**src/rtl/core/bot_seq_pkg.sv**
```systemverilog
// Shared types and constants of the bulk-only command sequencer.
// No dependencies; used by every module of the block.
package bot_seq_pkg;

    localparam int QueueDepth = 2;

    localparam int LBA_W  = 32;
    localparam int TAG_W  = 32;
    localparam int LEN_W  = 13;
    localparam int CNT_W  = 16;
    localparam int CODE_W = 8;

    localparam int S_TDATA_W = 136;
    localparam int M_TDATA_W = 112;

    // Command selector codes on the slave tuser
    localparam logic [1:0] CMD_READ   = 2'd0;
    localparam logic [1:0] CMD_WRITE  = 2'd1;
    localparam logic [1:0] CMD_STATUS = 2'd2;

    // Configuration register indexes
    localparam logic CFG_PRESENT = 1'b0;
    localparam logic CFG_SECTOR  = 1'b1;

    localparam logic [31:0]      CSW_SIGNATURE  = 32'h5342_5355;
    localparam logic [7:0]       OP_READ10      = 8'h28;
    localparam logic [7:0]       OP_WRITE10     = 8'h2A;
    localparam logic [7:0]       DIR_IN         = 8'h80;
    localparam logic [7:0]       DIR_OUT        = 8'h00;
    localparam logic [LEN_W-1:0] SECTOR_DEFAULT = 13'd512;

    typedef enum logic [2:0] {
        KIND_ISSUED     = 3'd0,
        KIND_DONE       = 3'd1,
        KIND_INVALID    = 3'd2,
        KIND_ABSENT     = 3'd3,
        KIND_STATUS_ERR = 3'd4,
        KIND_BUSY       = 3'd5,
        KIND_UNEXPECTED = 3'd6
    } t_kind;

    // Classified item as it waits between front and back
    typedef struct packed {
        logic              is_status;
        logic              is_write;
        logic              total_zero;
        logic              status_ok;   // signature and status byte good
        logic [LBA_W-1:0]  start;
        logic [31:0]       total;
        logic [TAG_W-1:0]  tag;
    } t_seq_entry;

    typedef struct packed {
        logic              present;
        logic [LEN_W-1:0]  blk_bytes;
    } t_seq_cfg;

    typedef struct packed {
        logic [CNT_W-1:0]  cnt;
        logic [LBA_W-1:0]  lba;
        logic [7:0]        op;
        logic [7:0]        dir;
        logic [LEN_W-1:0]  len;
        logic [TAG_W-1:0]  tag;
    } t_seq_desc;

endpackage

```
**src/rtl/core/bot_block_command_sequencer_top.sv**
```systemverilog
// An accepted item is written into a queue entry, then popped into the result
// register, from which it is offered; output stalls can hold it in between.
// The back end takes one item per cycle while the result register is free or
// draining; the queue absorbs output stalls.
// Reset (synchronous, active low) empties the queue and result register,
// clears tag, busy and block state, and sets device_present 0, sector length 512.
module bot_block_command_sequencer_top #(
    parameter int QDEPTH = bot_seq_pkg::QueueDepth
) (
    input  logic                               i_clk,
    input  logic                               i_rst_n,
    input  logic                               i_cfg_we,
    input  logic                               i_cfg_idx,
    input  logic [bot_seq_pkg::LEN_W-1:0]      i_cfg_data,
    input  logic                               s_axis_tvalid,
    output logic                               s_axis_tready,
    // start_block[31:0], block_total[63:32], status_signature[95:64],
    // status_tag[127:96], status_code[135:128]
    input  logic [bot_seq_pkg::S_TDATA_W-1:0]  s_axis_tdata,
    // command[1:0]
    input  logic [1:0]                         s_axis_tuser,
    output logic                               m_axis_tvalid,
    input  logic                               m_axis_tready,
    // wrapper_tag[31:0], transfer_length[44:32], direction_flag[52:45],
    // scsi_opcode[60:53], block_address[92:61], block_count[108:93], zero pad
    output logic [bot_seq_pkg::M_TDATA_W-1:0]  m_axis_tdata,
    // result_kind[2:0]
    output logic [2:0]                         m_axis_tuser
);
    import bot_seq_pkg::*;

    t_seq_cfg    r_cfg;
    logic        w_push, w_q_ready, w_q_valid, w_pop;
    t_seq_entry  w_in_entry, w_q_entry;

    always_ff @(posedge i_clk) begin
        if (!i_rst_n) begin
            r_cfg.present   <= 1'b0;
            r_cfg.blk_bytes <= SECTOR_DEFAULT;
        end else if (i_cfg_we) begin
            unique case (i_cfg_idx)
                CFG_PRESENT: r_cfg.present   <= i_cfg_data[0];
                CFG_SECTOR:  r_cfg.blk_bytes <= i_cfg_data;
                default:     ;
            endcase
        end
    end

    bot_seq_front u_front (
        .s_axis_tvalid (s_axis_tvalid),
        .s_axis_tready (s_axis_tready),
        .s_axis_tdata  (s_axis_tdata),
        .s_axis_tuser  (s_axis_tuser),
        .i_q_ready     (w_q_ready),
        .o_push        (w_push),
        .o_entry       (w_in_entry)
    );

    bot_seq_queue #(
        .DEPTH (QDEPTH)
    ) u_queue (
        .i_clk   (i_clk),
        .i_rst_n (i_rst_n),
        .i_push  (w_push),
        .i_entry (w_in_entry),
        .o_ready (w_q_ready),
        .i_pop   (w_pop),
        .o_valid (w_q_valid),
        .o_entry (w_q_entry)
    );

    bot_seq_back u_back (
        .i_clk         (i_clk),
        .i_rst_n       (i_rst_n),
        .i_cfg         (r_cfg),
        .i_q_valid     (w_q_valid),
        .i_entry       (w_q_entry),
        .o_pop         (w_pop),
        .m_axis_tvalid (m_axis_tvalid),
        .m_axis_tready (m_axis_tready),
        .m_axis_tdata  (m_axis_tdata),
        .m_axis_tuser  (m_axis_tuser)
    );

endmodule

```
**src/rtl/core/bot_seq_front.sv**
```systemverilog
// Front end: unpacks an incoming request or status word and classifies it.
// Depends on bot_seq_pkg.
module bot_seq_front (
    input  logic                               s_axis_tvalid,
    output logic                               s_axis_tready,
    input  logic [bot_seq_pkg::S_TDATA_W-1:0]  s_axis_tdata,
    input  logic [1:0]                         s_axis_tuser,
    input  logic                               i_q_ready,
    output logic                               o_push,
    output bot_seq_pkg::t_seq_entry            o_entry
);
    import bot_seq_pkg::*;

    logic [31:0]       w_sig;
    logic [CODE_W-1:0] w_code;
    logic              w_known;

    assign w_sig  = s_axis_tdata[95:64];
    assign w_code = s_axis_tdata[135:128];

    always_comb begin
        unique case (s_axis_tuser)
            CMD_READ, CMD_WRITE, CMD_STATUS: w_known = 1'b1;
            default:                         w_known = 1'b0;
        endcase
    end

    // Unknown selectors are taken and dropped
    assign s_axis_tready = i_q_ready;
    assign o_push        = s_axis_tvalid && i_q_ready && w_known;

    always_comb begin
        o_entry.is_status  = (s_axis_tuser == CMD_STATUS);
        o_entry.is_write   = (s_axis_tuser == CMD_WRITE);
        o_entry.start      = s_axis_tdata[31:0];
        o_entry.total      = s_axis_tdata[63:32];
        o_entry.tag        = s_axis_tdata[127:96];
        o_entry.total_zero = (o_entry.total == 32'd0);
        o_entry.status_ok  = (w_sig == CSW_SIGNATURE) && (w_code == '0);
    end

endmodule

```
**src/rtl/core/bot_seq_queue.sv**
```systemverilog
// Short queue of classified items between front and back.
// Depends on bot_seq_pkg.
module bot_seq_queue #(
    parameter int DEPTH = bot_seq_pkg::QueueDepth
) (
    input  logic                     i_clk,
    input  logic                     i_rst_n,
    input  logic                     i_push,
    input  bot_seq_pkg::t_seq_entry  i_entry,
    output logic                     o_ready,
    input  logic                     i_pop,
    output logic                     o_valid,
    output bot_seq_pkg::t_seq_entry  o_entry
);
    import bot_seq_pkg::*;

    localparam int PW = (DEPTH > 1) ? $clog2(DEPTH) : 1;
    localparam int CW = $clog2(DEPTH + 1);
    localparam logic [PW-1:0] LAST = PW'(DEPTH - 1);
    localparam logic [CW-1:0] FULL = CW'(DEPTH);

    t_seq_entry        r_mem [DEPTH];
    logic [PW-1:0]     r_wr, n_wr, r_rd, n_rd;
    logic [CW-1:0]     r_cnt, n_cnt;
    logic              w_push, w_pop;

    assign o_ready = (r_cnt != FULL);
    assign o_valid = (r_cnt != '0);
    assign o_entry = r_mem[r_rd];
    assign w_push  = i_push && o_ready;
    assign w_pop   = i_pop && o_valid;

    always_comb begin
        n_wr  = r_wr;
        n_rd  = r_rd;
        n_cnt = r_cnt;
        if (w_push) begin
            n_wr = (r_wr == LAST) ? '0 : r_wr + PW'(1);
        end
        if (w_pop) begin
            n_rd = (r_rd == LAST) ? '0 : r_rd + PW'(1);
        end
        if (w_push && !w_pop) begin
            n_cnt = r_cnt + CW'(1);
        end else if (w_pop && !w_push) begin
            n_cnt = r_cnt - CW'(1);
        end
    end

    always_ff @(posedge i_clk) begin
        if (!i_rst_n) begin
            r_wr  <= '0;
            r_rd  <= '0;
            r_cnt <= '0;
        end else begin
            r_wr  <= n_wr;
            r_rd  <= n_rd;
            r_cnt <= n_cnt;
        end
    end

    always_ff @(posedge i_clk) begin
        if (w_push) begin
            r_mem[r_wr] <= i_entry;
        end
    end

endmodule

```
**src/rtl/core/bot_seq_back.sv**
```systemverilog
// Back end: carries out classified items against the transfer state and
// drives the result register. Depends on bot_seq_pkg.
module bot_seq_back (
    input  logic                               i_clk,
    input  logic                               i_rst_n,
    input  bot_seq_pkg::t_seq_cfg              i_cfg,
    input  logic                               i_q_valid,
    input  bot_seq_pkg::t_seq_entry            i_entry,
    output logic                               o_pop,
    output logic                               m_axis_tvalid,
    input  logic                               m_axis_tready,
    output logic [bot_seq_pkg::M_TDATA_W-1:0]  m_axis_tdata,
    output logic [2:0]                         m_axis_tuser
);
    import bot_seq_pkg::*;

    localparam int DESC_W = $bits(t_seq_desc);

    logic [TAG_W-1:0]  r_tag, n_tag;
    logic              r_busy, n_busy;
    logic              r_write, n_write;
    logic [LBA_W-1:0]  r_next, n_next;
    logic [31:0]       r_left, n_left;

    logic              r_out_valid;
    t_kind             r_kind, n_kind;
    t_seq_desc         r_desc, n_desc;
    logic              w_issue;
    logic [TAG_W-1:0]  w_tag_inc;

    // Take an item whenever the result register is free or draining
    assign o_pop     = i_q_valid && (!r_out_valid || m_axis_tready);
    assign w_tag_inc = r_tag + TAG_W'(1);

    always_comb begin
        n_tag   = r_tag;
        n_busy  = r_busy;
        n_write = r_write;
        n_next  = r_next;
        n_left  = r_left;
        n_kind  = KIND_ISSUED;
        w_issue = 1'b0;
        if (!i_entry.is_status) begin
            if (r_busy) begin
                n_kind = KIND_BUSY;
            end else if (i_entry.total_zero) begin
                n_kind = KIND_INVALID;
            end else if (!i_cfg.present) begin
                n_kind = KIND_ABSENT;
            end else begin
                n_busy  = 1'b1;
                n_write = i_entry.is_write;
                n_next  = i_entry.start;
                n_left  = i_entry.total;
                w_issue = 1'b1;
            end
        end else begin
            if (!r_busy) begin
                n_kind = KIND_UNEXPECTED;
            end else if (!i_entry.status_ok || (i_entry.tag != r_tag)) begin
                n_kind = KIND_STATUS_ERR;
                n_busy = 1'b0;
                n_left = '0;
            end else begin
                n_next = r_next + LBA_W'(1);
                n_left = r_left - 32'd1;
                if (r_left == 32'd1) begin
                    n_kind = KIND_DONE;
                    n_busy = 1'b0;
                end else begin
                    w_issue = 1'b1;
                end
            end
        end
        n_desc = DESC_W'(0);
        if (w_issue) begin
            n_tag       = w_tag_inc;
            n_desc.tag  = w_tag_inc;
            n_desc.len  = i_cfg.blk_bytes;
            n_desc.dir  = n_write ? DIR_OUT : DIR_IN;
            n_desc.op   = n_write ? OP_WRITE10 : OP_READ10;
            n_desc.lba  = n_next;
            n_desc.cnt  = CNT_W'(1);
        end
    end

    always_ff @(posedge i_clk) begin
        if (!i_rst_n) begin
            r_tag       <= '0;
            r_busy      <= 1'b0;
            r_write     <= 1'b0;
            r_next      <= '0;
            r_left      <= '0;
            r_out_valid <= 1'b0;
        end else begin
            if (o_pop) begin
                r_tag   <= n_tag;
                r_busy  <= n_busy;
                r_write <= n_write;
                r_next  <= n_next;
                r_left  <= n_left;
            end
            if (o_pop) begin
                r_out_valid <= 1'b1;
            end else if (m_axis_tready) begin
                r_out_valid <= 1'b0;
            end
        end
    end

    always_ff @(posedge i_clk) begin
        if (o_pop) begin
            r_kind <= n_kind;
            r_desc <= n_desc;
        end
    end

    assign m_axis_tvalid = r_out_valid;
    assign m_axis_tuser  = r_kind;
    assign m_axis_tdata  = M_TDATA_W'(r_desc);

endmodule

```
**config.mk**
```make
export PLATFORM = sky130hd
export DESIGN_NAME = bot_block_command_sequencer_top
export DESIGN_NICKNAME = d
export VERILOG_FILES = /design/src/rtl/core/bot_seq_pkg.sv /design/src/rtl/core/bot_block_command_sequencer_top.sv /design/src/rtl/core/bot_seq_front.sv /design/src/rtl/core/bot_seq_queue.sv /design/src/rtl/core/bot_seq_back.sv
export SDC_FILE = /design/constraint.sdc
export NUM_CORES = 1
export LEC_CHECK = 0
export ABC_CLOCK_PERIOD_IN_PS = 14200
export BUFFER_PORTS_ARGS = -buffer_cell sky130_fd_sc_hd__buf_2
export CAP_MARGIN = 15
export CORE_MARGIN = 4
export CORE_UTILIZATION = 50
export DETAILED_ROUTE_END_ITERATION = 8
export PLACE_DENSITY_LB_ADDON = 0.08
export SLEW_MARGIN = 20
export SYNTH_ARGS = -nofsm -noshare
export SYNTH_HDL_FRONTEND = slang
export SYNTH_HIERARCHICAL = 1
export SYNTH_SLANG_ARGS = --single-unit
```
**constraint.sdc**
```tcl
create_clock -name i_clk -period 14.2 [get_ports i_clk]
set_input_delay 3.55 -clock i_clk [delete_from_list [all_inputs] [get_ports i_clk]]
set_output_delay 3.55 -clock i_clk [all_outputs]
set_load 0.05 [all_outputs]
```
# Word level (Yosys, flattened, before mapping)
# Memories as Yosys holds them, arrays and structs flattened. A register that Yosys moved wholly into a read port is not among the register bits.
# Index checks and enable logic that the tools add are counted.
dict set report word_totals {
  ff_bits 229
  word_cells 108
  in_bits 157
  memories 1
  out_inout_bits 117
  mem_bits_rw 200
}
# name words word_bits read_ports rd_clocked_by_memory_dff wr line_no
set mem_list {}
lappend mem_list {u_queue.r_mem 2 100 1 1 1 bot_seq_queue.sv:22} ;# t_seq_entry r_mem [DEPTH];
dict set report op_classes {
  add_sub_neg 7
  bitwise_logic 1
  mux 46
  n_reduce_logical 26
  n_eq_ne 9
}
# op n
set ops {}
lappend ops {{two-way mux 32 bit} 12}
lappend ops {{two-way mux 94 bit} 1}
lappend ops {{adder 32 x 1 -> 32 bit (second input constant)} 2}
lappend ops {{equality test 32 x 1 -> 1 bit (second input constant)} 1}
lappend ops {{equality test 32 x 31 -> 1 bit (second input constant)} 1}
lappend ops {{logical NOT 32 bit} 1}
lappend ops {{inequality test 32 bit} 1}
lappend ops {{subtractor 32 x 1 -> 32 bit (second input constant)} 1}
lappend ops {{two-way mux 1 bit} 23}
lappend ops {{two-way mux 3 bit} 5}
lappend ops {{logical AND 1 bit} 8}
lappend ops {{logical NOT 8 bit} 1}
lappend ops {{two-way mux 2 bit} 4}
lappend ops {{two-way mux 8 bit} 1}
lappend ops {{nonzero test 2 bit} 4}
lappend ops {{inequality test 2 bit (second input constant)} 3}
lappend ops {{AND reduction 2 bit} 3}
lappend ops {{AND reduction 5 bit} 1}
lappend ops {{logical NOT 1 bit} 4}
lappend ops {{OR reduction 3 bit} 1}
lappend ops {{adder 1 bit (second input constant)} 2}
lappend ops {{adder 2 x 1 -> 2 bit (second input constant)} 1}
lappend ops {{equality test 2 x 1 -> 1 bit (second input constant)} 1}
lappend ops {{equality test 2 bit (second input constant)} 1}
lappend ops {{other kinds (5)} 6}

# Logic depth before layout (Yosys ltp)
dict set report depth {
  depth_word 9
  depth_mapped 12
}

# Hierarchy
# The synthesis kept the hierarchy.
# mod cells_each area_per_inst_um2 seq_area_each_um2 instances
set by_module_without_submodules {}
lappend by_module_without_submodules {bot_seq_back 1199 10408.7 4504.3 1}
lappend by_module_without_submodules {bot_seq_queue 335 7454.6 6105.9 1}
lappend by_module_without_submodules {bot_seq_front 127 938.4 0.0 1}
lappend by_module_without_submodules {bot_block_command_sequencer_top 63 606.8 280.3 1}

# Worst setup path after synthesis
# No wires, ideal clock.
dict set report synth_path {
  path_type {input to register}
  from {in m_axis_tready}
  to {reg u_queue.r_cnt[1]}
  required_time_ns 14.130
  arrival_ns 7.975
  slack_ns 6.155
  path_stages 9
  setup_ns 0.070
  cell_sequence {nand2b_1 nand2_1 inv_1 clkbuf_1 clkbuf_1 o21ai_1 ha_1 or3_1 a21boi_1}
}
dict set report synth_via {
  elab_chain_len 6
  elab_cells_between_ends 8
  cone_classes {1 x mux; 7 x reduce/logical}
}
# item line_no
set synth_rtl {}
lappend synth_rtl {{start, declared} bot_block_command_sequencer_top.sv:23} ;# input logic m_axis_tready,
lappend synth_rtl {{logical OR 1 bit (*)} bot_seq_back.sv:32} ;# assign o_pop = i_q_valid && (!r_out_valid || m_axis_tready);
lappend synth_rtl {{logical AND 1 bit (*)} bot_seq_back.sv:32}
lappend synth_rtl {{net w_pop} bot_block_command_sequencer_top.sv:33} ;# logic w_push, w_q_ready, w_q_valid, w_pop;
lappend synth_rtl {{logical AND 1 bit (*)} bot_seq_queue.sv:31} ;# assign w_pop = i_pop && o_valid;
lappend synth_rtl {{logical NOT 1 bit} bot_seq_queue.sv:43} ;# if (w_push && !w_pop) begin
lappend synth_rtl {{logical AND 1 bit} bot_seq_queue.sv:43}
lappend synth_rtl {{two-way mux 2 bit / nonzero test 2 bit (equally long branches)} --}
lappend synth_rtl {{end signal, assigned} bot_seq_queue.sv:58} ;# r_cnt <= n_cnt;
lappend synth_rtl {{end, declared} bot_seq_queue.sv:24} ;# logic [CW-1:0] r_cnt, n_cnt;
# The timed path passes the listed nets; every way through them passes the cells marked *.
# A chain may end at the register's enable or synchronous reset.

# Final worst setup path
dict set report layout_path {
  from {in m_axis_tready}
  to {reg u_back.r_next[7]}
}
dict set report layout_via {
  elab_chain_len 2
}
# item line_no
set layout_rtl {}
lappend layout_rtl {{logical OR 1 bit} bot_seq_back.sv:32}
lappend layout_rtl {{logical AND 1 bit} bot_seq_back.sv:32}
lappend layout_rtl {{net w_pop} bot_block_command_sequencer_top.sv:33}
lappend layout_rtl {{end signal, assigned} bot_seq_back.sv:100} ;# r_next <= n_next;
lappend layout_rtl {{end, declared} bot_seq_back.sv:22} ;# logic [LBA_W-1:0] r_next, n_next;
# The timed path passes the listed nets, and every way through them passes these cells.

==> metrics.txt <==
# TYPE chip_impl_metric gauge
chip_impl_info{name="setup_repair_after_global_routing_missed_its_margin",value="no"} 1
chip_impl_metric{name="dp.final_hpwl",unit="µm"} 31900
chip_impl_info{name="holdPathEnd",value="r_cfg[11]"} 1
chip_impl_metric{name="synth.cell_area",unit="µm²"} 19400
chip_impl_metric{name="post_route_cells_drive_above_1_share",unit="%"} 25.2
chip_impl_metric{name="worst-slew-pin-transition",unit="ps"} 1120
chip_impl_metric{name="finish.net_count",unit=""} 1988
chip_impl_metric{name="clkSinkCount",unit=""} 402
chip_impl_metric{name="post-route-min-period",unit="ps"} 6220
chip_impl_info{name="cts_tree",value="yes"} 1
chip_impl_info{name="final_cell_mix",value="edfxtp_1, buf_2, nand2_1"} 1
chip_impl_metric{name="die_y_extent",unit="µm"} 205
chip_impl_metric{name="p_leak",unit="nW"} 7.38
chip_impl_metric{name="coreArea",unit="µm²"} 38000
chip_impl_metric{name="timing.max_slew.rel_slack",unit="%"} 25.6
chip_impl_metric{name="multi_input_area",unit="µm²"} 7070
chip_impl_metric{name="grt_max_degree",unit=""} 73
chip_impl_metric{name="number_of_flops_mapped_to_enable_cells_by_yosys",unit=""} 284
chip_impl_metric{name="synth-warning-count",unit=""} 6
chip_impl_metric{name="min_path_cells",unit=""} 2
chip_impl_metric{name="routed_wl",unit="µm"} 48100
chip_impl_metric{name="final_hold_viol_count",unit=""} 0
chip_impl_info{name="min_path_type",value="flip-flop to flip-flop"} 1
chip_impl_metric{name="ys_types",unit=""} 81
chip_impl_metric{name="vdd_drop_max",unit="mV"} 0.0933
chip_impl_metric{name="ffs_latches_synth",unit=""} 402
chip_impl_metric{name="post_cts.repair.setup_buffers",unit=""} 0
chip_impl_info{name="criticalPathCategory",value="input pin to flip-flop"} 1
chip_impl_metric{name="die_w",unit="µm"} 205
chip_impl_metric{name="ratio_of_routed_vias_to_standard_cells",unit=""} 5.76
chip_impl_metric{name="grt_pass1_vias",unit=""} 13162
chip_impl_metric{name="grt_antenna_before_repair",unit=""} 1
chip_impl_metric{name="synth_top_cell_area_share",unit="%"} 43.9
chip_impl_metric{name="detail_route.first_pass.iterations",unit=""} 6
chip_impl_metric{name="clk-insertion-delay-late",unit="ps"} 570
chip_impl_metric{name="n_fill_cell",unit=""} 3304
chip_impl_metric{name="postCtsHoldBufs",unit=""} 0
chip_impl_metric{name="core.rowCount",unit=""} 71
chip_impl_metric{name="final_antenna_net_count",unit=""} 0
chip_impl_metric{name="cts_buffers",unit=""} 43
chip_impl_info{name="r2r_endpoint",value="u_back/m_axis_tdata[88]"} 1
chip_impl_info{name="critPathLaunchType",value="input pin"} 1
chip_impl_metric{name="floorplan.initialDensity",unit="%"} 51.0
chip_impl_metric{name="grt_pass1_wl",unit="µm"} 73800
chip_impl_metric{name="critical_path.max_fanout",unit=""} 72
chip_impl_metric{name="pwr_density_cell",unit="nW/µm²"} 176
chip_impl_metric{name="avgSynthCellArea",unit="µm²"} 11.3
chip_impl_metric{name="num_vias",unit=""} 13672
chip_impl_info{name="synthFlopType",value="edfxtp_1"} 1
chip_impl_metric{name="highest_clock_rate",unit="MHz"} 161
chip_impl_metric{name="reg2regPathDepth",unit=""} 10
chip_impl_metric{name="clk_pin_slew",unit="ps"} 60
chip_impl_info{name="layout.cells.most_common",value="edfxtp_1"} 1
chip_impl_metric{name="flop2flop_setup_slack",unit="ps"} 8600
chip_impl_metric{name="layout.core_utilization",unit="%"} 56.4
chip_impl_metric{name="gp_congestion",unit=""} 0.861
chip_impl_metric{name="cts.htree.levels",unit=""} 2
chip_impl_metric{name="finalClockSkew",unit="ps"} 18.5
chip_impl_info{name="timing.critical_path.to_type",value="flip-flop"} 1
chip_impl_metric{name="routedWlPerCell",unit="µm"} 20.3
chip_impl_metric{name="worstPathRequired",unit="ps"} 14610
chip_impl_metric{name="seqCellArea",unit="µm²"} 10900
chip_impl_metric{name="drv_cap",unit=""} 0
chip_impl_metric{name="synth_seq_area_share",unit="%"} 56.1
chip_impl_metric{name="num_io_pins",unit=""} 274
chip_impl_info{name="root_buffer",value="clkbuf_16"} 1
chip_impl_metric{name="finalSetupViolations",unit=""} 0
chip_impl_info{name="run_status",value="finished clean"} 1
chip_impl_metric{name="timing.final.max_slew_violations",unit=""} 0
chip_impl_metric{name="globalRouteTotalUtil",unit="%"} 22.2
chip_impl_metric{name="detailed_route_iter0_violations",unit=""} 1105
chip_impl_metric{name="fin_tns_setup",unit="ps"} 0
chip_impl_metric{name="power",unit="mW"} 3.78
chip_impl_metric{name="cts.path.max_buffers",unit=""} 3
chip_impl_info{name="timing.hold.worst.start",value="r_cfg[11]"} 1
chip_impl_metric{name="drc_errors",unit=""} 0
chip_impl_metric{name="synth_cells",unit=""} 1724
chip_impl_metric{name="final_min_period_over_clock_period",unit="%"} 43.8
chip_impl_info{name="synth.largest_area_cell",value="edfxtp_1"} 1
chip_impl_metric{name="overflow",unit=""} 0
chip_impl_metric{name="cts.repair.resized",unit=""} 0
chip_impl_metric{name="dieArea",unit="µm²"} 42000
chip_impl_metric{name="syn_to_final_growth",unit="%"} 10.4
chip_impl_info{name="top_post_synthesis_cells_by_area",value="edfxtp_1, dfxtp_1, mux2_2"} 1
chip_impl_metric{name="asyncSetResetFlopFracSynth",unit="%"} 0
chip_impl_metric{name="io_buffer_count",unit=""} 243
chip_impl_metric{name="critPathArrivalTime",unit="ps"} 6620
==> sequential cells by signal (all words and copies together), names as in the netlist, named ones only <==
register / count
u_queue/r_mem: 200
u_back/r_busy: 1
u_queue/r_cnt: 2
u_back/m_axis_tdata: 81
u_back/r_next: 32
u_queue/r_wr: 1
r_cfg: 14
u_back/r_left: 32
u_queue/r_rd: 1
u_back/m_axis_tvalid: 1
u_back/r_write: 1
u_back/r_tag: 32
u_back/m_axis_tuser: 3
==> where the power goes <==
| group | switching, mW | total (mW) | internal (mW) | leakage (nW) |
|---|---|---|---|---|
| registers | 0.101 | 1.58 | 1.48 | 3.62 |
| clock network | 0.452 | 1.11 | 0.654 | 0.689 |
| logic | 0.793 | 1.08 | 0.292 | 3.07 |
| total | 1.35 | 3.78 | 2.43 | 7.38 |
==> synth_stat cells, types with 8 or more instances <==
cell type	count
nand3_1	61
nor3_1	42
a221oi_1	8
or3_1	25
nand2_1	131
mux2i_1	18
clkbuf_1	72
o31ai_1	11
and3_1	22
nand2b_1	15
o21ai_2	13
a31oi_1	25
buf_4	141
o21ai_0	62
inv_1	21
a21oi_1	94
buf_2	9
o221ai_1	9
nor4_1	28
nor2_1	108
edfxtp_1	284
or4_1	13
nand4_1	43
o211ai_1	11
xor2_1	29
xnor2_1	44
mux2_2	102
and2_1	22
o21a_1	9
dfxtp_1	118
==> final cells by class <==
cell class              count  share of cell area, %
diodes                      2                 0.0234
clock inverters            22                   1.04
multi-input cells        1097                   33.0
inverters                  22                  0.409
clock buffers              57                   5.46
flip-flops and latches    402                   50.8
repair buffers            260                   6.27
well taps                 511                   2.98
==> how the worst max path moves through the flow <==
| stage | start | to | slack (ps) | depth (start not counted) |
|---|---|---|---|---|
| 6_report | m_axis_tready | u_back/r_next[7] | 7980 | 9 |
| 5_1_grt | m_axis_tready | u_back/r_next[7] | 7780 | 9 |
| 4_1_cts | m_axis_tready | u_back/r_next[7] | 8110 | 9 |
| 3_5_place_dp | m_axis_tready | u_back/r_next[7] | 7520 | 9 |
| 3_3_place_gp | m_axis_tready | u_back/r_next[12] | 7560 | 9 |
| 2_1_floorplan | m_axis_tready | u_queue/r_cnt[1] | 6150 | 9 |
==> per-stage QoR <==
step | hold slack [ps] | std cells | setup slack [ps] | cell area [µm²]
after detailed placement | 441 | 2292 | 7520 | 20000
after CTS | 450 | 2371 | 8110 | 21400
after global placement | 431 | 2292 | 7560 | 20000
after global routing | 466 | 2372 | 7780 | 21400
final | 448 | 2373 | 7980 | 21400
after floorplan | 424 | 1753 | 6150 | 19500
==> worst max-delay path, stage by stage <==
cell and delay, ps:
buf_2 70, nand2b_1 150, nand2_2 60, buf_4 310
inv_4 660, buf_4 790, nand2_1 480, o221ai_1 310
a21oi_1 70
==> cells by family (layout without fill, tap and decap cells) <==
family | after synthesis | in the layout | synth area share (%)
muxes | 120 | 120 | 6.85
other | 1 | 32 | 0.0193
adders and majority gates | 5 | 5 | 0.322
xor gates and xnor gates | 73 | 73 | 3.29
AOI/OAI and AO/OA | 318 | 318 | 10.7
DFF | 402 | 402 | 56.1
and+or+nand+nor | 551 | 551 | 14.6
buffers and inverters | 254 | 361 | 8.07
==> routing by layer <==
layer	up-vias	GRT usage, %	wire (µm)
li1	6470	-	-
met1	6656	31.4	21600
met2	486	35.7	22400
met3	60	4.02	3150
met4	0	5.98	988
met5	-	0	0
Note: power is estimated with default switching activity, not from simulation.
